**config.mk**
```make
export PLATFORM = sky130hd
export DESIGN_NAME = rgb_to_hsl_converter_flat
export DESIGN_NICKNAME = d
export VERILOG_FILES = /design/src/rtl/core/rthsl_pkg.sv /design/src/rtl/core/rthsl_stream_if.sv /design/src/rtl/core/rthsl_prep.sv /design/src/rtl/core/rthsl_div_cell.sv /design/src/rtl/core/rgb_to_hsl_converter.sv /design/src/flat_wrapper.sv
export SDC_FILE = /design/constraint.sdc
export NUM_CORES = 2
export LEC_CHECK = 0
export ABC_AREA = 1
export BUFFER_PORTS_ARGS = -buffer_cell sky130_fd_sc_hd__buf_2
export CAP_MARGIN = 20
export CORE_MARGIN = 8
export CORE_UTILIZATION = 55
export DETAILED_ROUTE_END_ITERATION = 12
export PLACE_DENSITY = 0.71
export SETUP_SLACK_MARGIN = 0.4
export SLEW_MARGIN = 20
export SYNTH_ARGS = -nofsm -noshare
export SYNTH_HDL_FRONTEND = slang
export SYNTH_SLANG_ARGS = --single-unit
```
**constraint.sdc**
```tcl
create_clock -name clk -period 10.3 [get_ports clk]
set_input_delay 2.06 -clock clk [delete_from_list [all_inputs] [get_ports clk]]
set_output_delay 2.06 -clock clk [all_outputs]
set_load 0.01 [all_outputs]
```
**src/rtl/core/rthsl_pkg.sv**
```systemverilog
// Types and constants of the RGB to HSL converter.
// No dependencies.
`default_nettype none

package rthsl_pkg;

  localparam int unsigned CHAN_W = 8;
  localparam int unsigned FRAC_W = 16;
  // quotient carries one bit above the fraction to catch 1.0
  localparam int unsigned QUO_W  = FRAC_W + 1;
  localparam int unsigned DEN_W  = 11;          // up to 6 * 255
  localparam int unsigned REM_W  = DEN_W + 1;   // holds up to 2*den
  localparam int unsigned NUM_CELLS = QUO_W;
  localparam int unsigned NUM_LANES = 3;

  localparam logic [DEN_W-1:0] LIG_DEN = DEN_W'(510);
  localparam logic [FRAC_W-1:0] FRAC_MAX = '1;

  typedef enum logic [1:0] {
    LANE_HUE = 2'd0,
    LANE_SAT = 2'd1,
    LANE_LIG = 2'd2
  } lane_sel_t;

  typedef struct packed {
    logic [DEN_W-1:0] den;
    logic [REM_W-1:0] rem;
    logic [QUO_W-1:0] quo;
  } lane_t;

  typedef struct packed {
    logic                      grey;
    lane_t [NUM_LANES-1:0]     lane;
  } cell_t;

  // Q0.16 result with saturation at 1.0
  function automatic logic [FRAC_W-1:0] sat_frac(input logic [QUO_W-1:0] q);
    sat_frac = q[QUO_W-1] ? FRAC_MAX : q[FRAC_W-1:0];
  endfunction

endpackage

`default_nettype wire

```
**src/rtl/core/rthsl_stream_if.sv**
```systemverilog
// Stream interfaces of the converter: RGB pixel in, HSL result out.
// Uses rthsl_pkg for field widths.
`default_nettype none

interface rthsl_rgb_if;
  logic                          valid;
  logic                          ready;
  logic [rthsl_pkg::CHAN_W-1:0]  red;
  logic [rthsl_pkg::CHAN_W-1:0]  green;
  logic [rthsl_pkg::CHAN_W-1:0]  blue;

  modport source (output valid, red, green, blue, input ready);
  modport sink   (input valid, red, green, blue, output ready);
endinterface

interface rthsl_hsl_if;
  logic                          valid;
  logic                          ready;
  logic [rthsl_pkg::FRAC_W-1:0]  hue;
  logic [rthsl_pkg::FRAC_W-1:0]  saturation;
  logic [rthsl_pkg::FRAC_W-1:0]  lightness;

  modport source (output valid, hue, saturation, lightness, input ready);
  modport sink   (input valid, hue, saturation, lightness, output ready);
endinterface

`default_nettype wire

```
**src/rtl/core/rthsl_prep.sv**
```systemverilog
// Front stage: max/min, sector numerator and divisors for three dividers.
// Uses rthsl_pkg.
`default_nettype none

module rthsl_prep (
  input  wire logic                          clk,
  input  wire logic                          rst,
  input  wire logic                          up_valid,
  output logic                               up_ready,
  input  wire logic [rthsl_pkg::CHAN_W-1:0]  red,
  input  wire logic [rthsl_pkg::CHAN_W-1:0]  green,
  input  wire logic [rthsl_pkg::CHAN_W-1:0]  blue,
  output logic                               dn_valid,
  input  wire logic                          dn_ready,
  output rthsl_pkg::cell_t                   dn_data
);

  localparam int unsigned DW = rthsl_pkg::DEN_W;
  localparam int unsigned RW = rthsl_pkg::REM_W;

  logic [rthsl_pkg::CHAN_W-1:0] hi, lo;
  logic [DW-1:0] r_x, g_x, b_x, hi_x, lo_x, d_x, s_x, n_hue, den_hue, den_sat;
  rthsl_pkg::cell_t data_next;

  always_comb begin
    hi = red;
    if (green > hi) hi = green;
    if (blue > hi) hi = blue;
    lo = red;
    if (green < lo) lo = green;
    if (blue < lo) lo = blue;
    r_x  = DW'(red);
    g_x  = DW'(green);
    b_x  = DW'(blue);
    hi_x = DW'(hi);
    lo_x = DW'(lo);
    d_x  = hi_x - lo_x;
    s_x  = hi_x + lo_x;
    den_hue = (d_x << 2) + (d_x << 1);
    den_sat = (s_x > DW'(255)) ? (rthsl_pkg::LIG_DEN - s_x) : s_x;
    // sector numerator, wraps to a non-negative value in modular arithmetic
    if (hi == red) begin
      n_hue = (green >= blue) ? (g_x - b_x) : (den_hue - (b_x - g_x));
    end else if (hi == green) begin
      n_hue = (d_x << 1) + b_x - r_x;
    end else begin
      n_hue = (d_x << 2) + r_x - g_x;
    end

    data_next.grey = (d_x == '0);
    data_next.lane[rthsl_pkg::LANE_HUE].den = den_hue;
    data_next.lane[rthsl_pkg::LANE_HUE].rem = RW'(n_hue);
    data_next.lane[rthsl_pkg::LANE_HUE].quo = '0;
    data_next.lane[rthsl_pkg::LANE_SAT].den = den_sat;
    data_next.lane[rthsl_pkg::LANE_SAT].rem = RW'(d_x);
    data_next.lane[rthsl_pkg::LANE_SAT].quo = '0;
    data_next.lane[rthsl_pkg::LANE_LIG].den = rthsl_pkg::LIG_DEN;
    data_next.lane[rthsl_pkg::LANE_LIG].rem = RW'(s_x);
    data_next.lane[rthsl_pkg::LANE_LIG].quo = '0;
  end

  assign up_ready = !dn_valid || dn_ready;

  always_ff @(posedge clk) begin
    if (rst) begin
      dn_valid <= 1'b0;
    end else if (up_ready) begin
      dn_valid <= up_valid;
    end
    if (up_ready && up_valid) begin
      dn_data <= data_next;
    end
  end

endmodule

`default_nettype wire

```
**src/rtl/core/rthsl_div_cell.sv**
```systemverilog
// One cell of the divider chain: one quotient bit for each of the three lanes.
// Uses rthsl_pkg.
`default_nettype none

module rthsl_div_cell (
  input  wire logic              clk,
  input  wire logic              rst,
  input  wire logic              up_valid,
  output logic                   up_ready,
  input  wire rthsl_pkg::cell_t  up_data,
  output logic                   dn_valid,
  input  wire logic              dn_ready,
  output rthsl_pkg::cell_t       dn_data
);

  localparam int unsigned RW = rthsl_pkg::REM_W;

  rthsl_pkg::cell_t data_next;

  // restoring step: compare, subtract, then shift for the next bit
  always_comb begin
    logic [RW-1:0] den_x, diff;
    logic          take;
    data_next = up_data;
    for (int i = 0; i < int'(rthsl_pkg::NUM_LANES); i++) begin
      den_x = RW'(up_data.lane[i].den);
      take  = (up_data.lane[i].rem >= den_x);
      diff  = take ? (up_data.lane[i].rem - den_x) : up_data.lane[i].rem;
      data_next.lane[i].rem = diff << 1;
      data_next.lane[i].quo = {up_data.lane[i].quo[rthsl_pkg::QUO_W-2:0], take};
    end
  end

  assign up_ready = !dn_valid || dn_ready;

  always_ff @(posedge clk) begin
    if (rst) begin
      dn_valid <= 1'b0;
    end else if (up_ready) begin
      dn_valid <= up_valid;
    end
    if (up_ready && up_valid) begin
      dn_data <= data_next;
    end
  end

endmodule

`default_nettype wire

```
**src/rtl/core/rgb_to_hsl_converter.sv**
```systemverilog
// RGB to HSL converter: takes one 8-bit RGB pixel per request and returns hue,
// saturation and lightness as unsigned Q0.16 fractions, truncated, with 1.0
// clamped to 0xFFFF. Grey pixels give zero hue and saturation. The block
// accepts one pixel per clock unless a stalled output has filled the chain,
// and an accepted input passes through one front stage (max/min, hue sector,
// divisors) and a chain of 17 division cells, each producing one quotient
// bit for the hue, saturation and lightness dividers at once. Every stage has
// its own valid bit and ready is formed stage by stage, so a stalled output
// only holds back the input once the chain has no empty stage left. The last
// cell is the output register. No configuration, no state between pixels.
// Uses rthsl_pkg, rthsl_stream_if, rthsl_prep and rthsl_div_cell.
`default_nettype none

module rgb_to_hsl_converter (
  input  wire logic  clk,
  input  wire logic  rst,
  rthsl_rgb_if.sink  pix,
  rthsl_hsl_if.source hsl
);

  localparam int unsigned N = rthsl_pkg::NUM_CELLS;

  // stage 0 is the front stage; stage k+1 is the output of cell k
  logic             stage_valid [0:N];
  logic             stage_ready [0:N];
  rthsl_pkg::cell_t stage_data  [0:N];

  rthsl_prep u_prep (
    .clk      (clk),
    .rst      (rst),
    .up_valid (pix.valid),
    .up_ready (pix.ready),
    .red      (pix.red),
    .green    (pix.green),
    .blue     (pix.blue),
    .dn_valid (stage_valid[0]),
    .dn_ready (stage_ready[0]),
    .dn_data  (stage_data[0])
  );

  for (genvar k = 0; k < N; k++) begin : g_cell
    rthsl_div_cell u_cell (
      .clk      (clk),
      .rst      (rst),
      .up_valid (stage_valid[k]),
      .up_ready (stage_ready[k]),
      .up_data  (stage_data[k]),
      .dn_valid (stage_valid[k+1]),
      .dn_ready (stage_ready[k+1]),
      .dn_data  (stage_data[k+1])
    );
  end

  assign stage_ready[N] = hsl.ready;
  assign hsl.valid      = stage_valid[N];

  // quotient bit 16 set means the value reached 1.0; grey forces zero hue and saturation
  assign hsl.hue = stage_data[N].grey ? '0 :
      rthsl_pkg::sat_frac(stage_data[N].lane[rthsl_pkg::LANE_HUE].quo);
  assign hsl.saturation = stage_data[N].grey ? '0 :
      rthsl_pkg::sat_frac(stage_data[N].lane[rthsl_pkg::LANE_SAT].quo);
  assign hsl.lightness =
      rthsl_pkg::sat_frac(stage_data[N].lane[rthsl_pkg::LANE_LIG].quo);

endmodule

`default_nettype wire

```
**src/flat_wrapper.sv**
```systemverilog
// flat-port wrapper written by rule: the top's interface ports become plain ports
module rgb_to_hsl_converter_flat 
  (clk, rst, pix_valid, pix_red, pix_green, pix_blue, pix_ready, hsl_valid, hsl_hue, hsl_saturation, hsl_lightness, hsl_ready);
  rthsl_rgb_if pix_i ();
  rthsl_hsl_if hsl_i ();
  input  wire logic clk;
  input  wire logic rst;
  input wire logic [$bits(pix_i.valid)-1:0] pix_valid;
  input wire logic [$bits(pix_i.red)-1:0] pix_red;
  input wire logic [$bits(pix_i.green)-1:0] pix_green;
  input wire logic [$bits(pix_i.blue)-1:0] pix_blue;
  output wire logic [$bits(pix_i.ready)-1:0] pix_ready;
  output wire logic [$bits(hsl_i.valid)-1:0] hsl_valid;
  output wire logic [$bits(hsl_i.hue)-1:0] hsl_hue;
  output wire logic [$bits(hsl_i.saturation)-1:0] hsl_saturation;
  output wire logic [$bits(hsl_i.lightness)-1:0] hsl_lightness;
  input wire logic [$bits(hsl_i.ready)-1:0] hsl_ready;
  assign pix_i.valid = pix_valid;
  assign pix_i.red = pix_red;
  assign pix_i.green = pix_green;
  assign pix_i.blue = pix_blue;
  assign pix_ready = pix_i.ready;
  assign hsl_valid = hsl_i.valid;
  assign hsl_hue = hsl_i.hue;
  assign hsl_saturation = hsl_i.saturation;
  assign hsl_lightness = hsl_i.lightness;
  assign hsl_i.ready = hsl_ready;
  rgb_to_hsl_converter u_core (.clk(clk), .rst(rst), .pix(pix_i), .hsl(hsl_i));
endmodule
```
Word level (Yosys, flattened, before mapping)
Index checks and enable logic that the tools add are counted.
Word-level totals
  flip-flop bits (word level): 1428
  input bits: 28
  output and inout port bits: 50
Operators by class
  add/sub/neg operators: 59
  $lt $le $gt $ge: 57
  equal/unequal tests: 2
  muxes and demuxes: 61
  reductions and logical operators: 55
Operator list (count)
  11-bit 2-to-1 mux: 52
  12-bit by 11-bit >= comparator with 1-bit output: 32
  11-bit subtractor: 33
  12-bit by 9-bit >= comparator with 1-bit output, second input constant: 16
  11-bit by 9-bit subtractor with 11-bit output, second input constant: 16
  16-bit 2-to-1 mux: 5
  8-bit 2-to-1 mux: 4
  8-bit by 8-bit subtractor with 9-bit output: 3
  11-bit >= comparator: 2
  11-bit by 8-bit subtractor with 11-bit output: 2
  1-bit logical AND: 18
  1-bit zero test: 18
  1-bit logical OR: 18
  8-bit == test: 2
  8-bit > comparator: 2
  8-bit less-than comparator: 2
  10-bit by 9-bit adder with 11-bit output: 1
  11-bit adder: 1
  11-bit by 8-bit adder with 11-bit output: 1
  11-bit by 9-bit >= comparator with 1-bit output, second input constant: 1
  11-bit zero test: 1
  9-bit by 9-bit subtractor with 10-bit output, first input constant: 1
  8-bit by 8-bit adder with 9-bit output: 1
  9-bit by 8-bit > comparator with 1-bit output, second input constant: 1
  8-bit >= comparator: 1

Depth between registers and ports, before layout
  depth in word-level cells: 20
  depth in mapped cells: 48
  mapped depth without buffers: 48

Modules after synthesis
A second synthesis with hierarchy kept.
Unflattened totals
  cells, all modules: 11672
  area total of the unflattened synthesis: 117765.4 µm²
By module, submodules not included
  rthsl_div_cell (u_core.g_cell[13].u_cell ...): instances 10, cells an instance 623, area each 6493.7 µm²
  rthsl_div_cell (u_core.g_cell[0].u_cell ...): instances 5, cells an instance 623, area each 6443.7 µm²
  rthsl_prep: instances 1, cells an instance 993, area each 7253.2 µm²
  rthsl_div_cell (u_core.g_cell[4].u_cell): instances 1, cells an instance 623, area each 6481.2 µm²
  rthsl_div_cell (u_core.g_cell[2].u_cell): instances 1, cells an instance 623, area each 6463.7 µm²
  rgb_to_hsl_converter: instances 1, cells an instance 88, area each 411.6 µm²

Worst setup path after synthesis
OpenSTA, ideal clock, no wires.
  kind: in2reg
  start: input pix_green[1]
  end: register u_core.u_prep.dn_data[27] (netlist bit), data pin
  data arrival time: 8.354 ns
  data required time: 10.048 ns
  setup slack: 1.694 ns
  stages: 45
  cell sequence: inv_1 > ha_1 > inv_1 > nor2_1 > nor2_1 > o21ai_1 > nand2_1 > nand3_2 > buf_4 > clkbuf_1 > o21ai_0 > inv_1 > ha_1 > a21oi_1 > nor2_1 > a211oi_1 > nand2_1 > buf_4 > (+9 left out) > nand2_1 > nor2_1 > a211oi_1 > nor2_1 > o21ai_0 > nand2_1 > xnor2_1 > ha_1 > nand2_1 > inv_1 > a221oi_1 > a21boi_0 > nand3_1 > nand3_1 > nand3_1 > nand2_1 > nand2_1 > nand2_1
RTL lines
  start: declaration: line flat_wrapper.sv:10  | input wire logic [$bits(pix_i.green)-1:0] pix_green;
  end signal: assignment: line rthsl_prep.sv:71  | dn_data <= data_next;
  end: declaration: line rthsl_prep.sv:15  | output rthsl_pkg::cell_t dn_data

==> metrics.md <==
| Metric | Value |
|---|---|
| Setup CP Type | primary input to flip-flop |
| Complex-gate fraction of the synthesized area | 7.56% |
| CP endpoint kind | flip-flop |
| Post-cts gate resize count | 0 |
| Detailed placement HPWL | around 86 mm |
| Max layer used | met5 |
| Post-synth EDFFs | 1,296 |
| Status | finished, final reports clean |
| Layout Cells excl Fill | 7,296 |
| Post-synth net total | 6,041 |
| Synth Area in XOR/XNOR | under 10% |
| Most used cell, CP | nand2_1 |
| Antenna Nets Post-Route | 0 |
| Num CTS Buffers | about 130 |
| Synth cell types | 51 |
| Tmin final | between 8 and 9 ns |
| Dominant synthesized flop cell | edfxtp_1 |
| Pwr Total | between 0.01 and 0.015 W |
| Synthesized area | 63,600 um^2 |
| Buf/Inv on CP | 8 |
| Per-cell routed wire length | between 15 and 20 um |
| Final wirelength | 114 mm |
| First-pass GRT wire length | 186 mm |
| Worst hold path class | flip-flop to flip-flop |
| Clk buf depth | 3 |
| GRT overflow | 0 |
| Worst-path fanout max | 19 |
| Share of cells above drive strength 1 | 6.79% |
| Die footprint | 127,000 um^2 |
| Setup repair bufs after CTS | 0 |
| Max incr delay on CP | 0.40 ns |
| WHS | 0.398 ns |
| WP data arrival | 9.15 ns |
| Setup TNS | 0 ns |
| Slowest-stage cell, CP | fa_1 |
| I/O pin cnt | 78 |
| Max Slew Vio Count | 0 |
| Worst relative slew slack | 40.2% |
| Fmax | 115 MHz |
| CTS tree | yes |
| Via/cell ratio | 5.22 |
| Placed Instances | ~7,100 |
| Final Hold Fails | 0 |
| Row cnt | 124 |
| Wire length on met3 | 3.70 mm |
| Vias | ~38,000 |
| Yosys reg bits | 1,314 |
| Met1 wire length | 42.9 mm |
| Crit start category | primary input |
| Clock skew | between 0.02 and 0.03 ns |
| Final cycle utilization of the critical path | 84.3% |
| H-tree depth | 4 |
| CTS clk-pin slew, worst paths | 0.06 ns |
| Sequential element share of the synthesized area | 61.8% |
| Actual slew at the worst max-slew pin | around 0.90 ns |
| # port buffers | 77 |
| Simple-gate portion of the synthesized area | 11.0% |
| Final Util | 61.1% |
| Yosys warns | 0 |
| Die H | about 360 um |
| # diodes | 0 |
| CTS Root Cell | clkbuf_16 |
| GP Congestion | 0.901 |
| Peak supply drop | slightly below 0.2 mV |
| Final setup viols | 0 |
| Synthesis-to-finish area growth | 10.1% |
| Syn avg cell area | 11.5 um^2 |
| Residual DRC | 0 |
| Mux contribution to synthesized area | 0.0177% |
| Pin count of the biggest net entering global routing | 77 |
| Core area | about 110,000 um^2 |
| Initial DRC Count | 1,769 |
| Post-synthesis cell count | 5,504 |
| Ys async rst share | 0% |
| Critical path data required time | ~11 ns |
| Clk_lat worst skew | between 0.7 and 0.8 ns |
| CTS sink count | 1,314 |
| Overall die width | 356 um |
| Max-cap viol count | 0 |
| DRT Pass-1 Iters | 7 |
| Overall Global Routing Usage | 17.9% |
| Power per cell area | between 200 and 250 nW/um^2 |
| Pleak | 28.1 nW |
| Adder-Cell Fraction of Synth Area | 10.6% |
| Met2 wire length | about 63 mm |
| Hold buffer count at CTS | 0 |
| NumNets Final | just over 6,000 |
| Initial Utilization | 55.5% |
| Largest family of logic cells by synthesized area | simple AND/OR/NAND/NOR gates |
| Vias in the first global route | 38,685 |
| Worst path top cell family by delay | simple AND/OR/NAND/NOR gates |
| Unrepaired setup endpoints after global routing | false |
| Antenna violations before repair | 1 |
[area by class of cell]
cell class	instances	area [um^2]
Clock inverter	67	641
Fill cell	8780	44500
Tap cell	1512	1890
Sequential cell	1314	39300
Clock buffer	165	3460
Timing Repair Buffer	112	656
Multi-Input combinational cell	3307	21000
Inverter	819	3080
[state kept, by name, summed over array words and instances, names as in the netlist]
register / cells
u_core.g_cell.u_cell.dn_valid: 17
u_core.g_cell.u_cell.dn_data: 1249
u_core.u_prep.dn_data: 47
u_core.u_prep.dn_valid: 1
[through the flow]
stage	setup slack [ns]	instance area, um^2
3_3_place_gp	0.997	65900
2_1_floorplan	1.69	63600
6_report	1.62	70000
4_1_cts	1.72	70000
5_1_grt	0.994	70000
3_5_place_dp	1.01	65900
[layout by cell type, fill, tap and decap left out, drive strengths merged, types with 55 or more instances in the layout]
cell    synthesis  final
clkbuf         36    165
nand2         947    947
a21oi         323    323
xor2          160    160
buf            28    112
o21ai         411    411
nand3         218    218
ha            456    456
inv           819    822
edfxtp       1296   1296
clkinv          0     55
xnor2         109    109
nor2          332    332
[synthesized netlist by cell type (34+ instances only)]
library cell	n	area share, %
nor3_1	47	0.37
edfxtp_1	1296	61
inv_1	803	4.7
fa_1	53	1.7
clkbuf_1	34	0.20
o21bai_1	34	0.40
o21ai_0	379	3.0
xnor2_1	109	1.5
xor2_1	160	2.2
nand4_1	45	0.44
nand3_1	211	1.7
nor2_1	316	1.9
nand2_1	936	5.5
a21oi_1	318	2.5
ha_1	456	9.0
[cell families after synthesis]
group	count (synthesis)
simple gates	1651
flops	1314
buf+inv	883
compound gates	877
fa+ha+maj	509
xor+xnor	269
mux	1
[layer usage]
metal,global-route usage (%),up-vias
met5,0,-
met4,7.96,2
met3,2.72,251
met2,35.6,670
met1,18.3,17843
li1,-,19341
[where the power goes]
part | total [W] | leakage (nW) | internal, W | switching (W)
Combinational | 0.00367 | 14.3 | 0.00138 | 0.00230
Sequential | 0.00633 | 11.9 | 0.00618 | 0.000144
Clock | 0.00450 | 1.99 | 0.00256 | 0.00194
Total | 0.0145 | 28.1 | 0.0101 | 0.00438
[path summary, 6_finish.rpt]
| check | from | endpoint | slack [ns] | depth (start not counted) |
|---|---|---|---|---|
| min | u_core.g_cell[12].u_cell.dn_data[4]$_DFFE_PP_ | u_core.g_cell[13].u_cell.dn_data[5]$_DFFE_PP_ | 0.40 | 0 |
| max | pix_green[6] | u_core.u_prep.dn_data[27]$_DFFE_PP_ | 1.62 | 46 |
| max reg2reg | u_core.g_cell[16].u_cell.dn_valid$_SDFFE_PP0P_ | u_core.u_prep.dn_data[73]$_DFFE_PP_ | 6.58 | 17 |
| min reg2reg | u_core.g_cell[12].u_cell.dn_data[4]$_DFFE_PP_ | u_core.g_cell[13].u_cell.dn_data[5]$_DFFE_PP_ | 0.40 | 0 |
No activity file was read; power rests on OpenSTA's default activity.
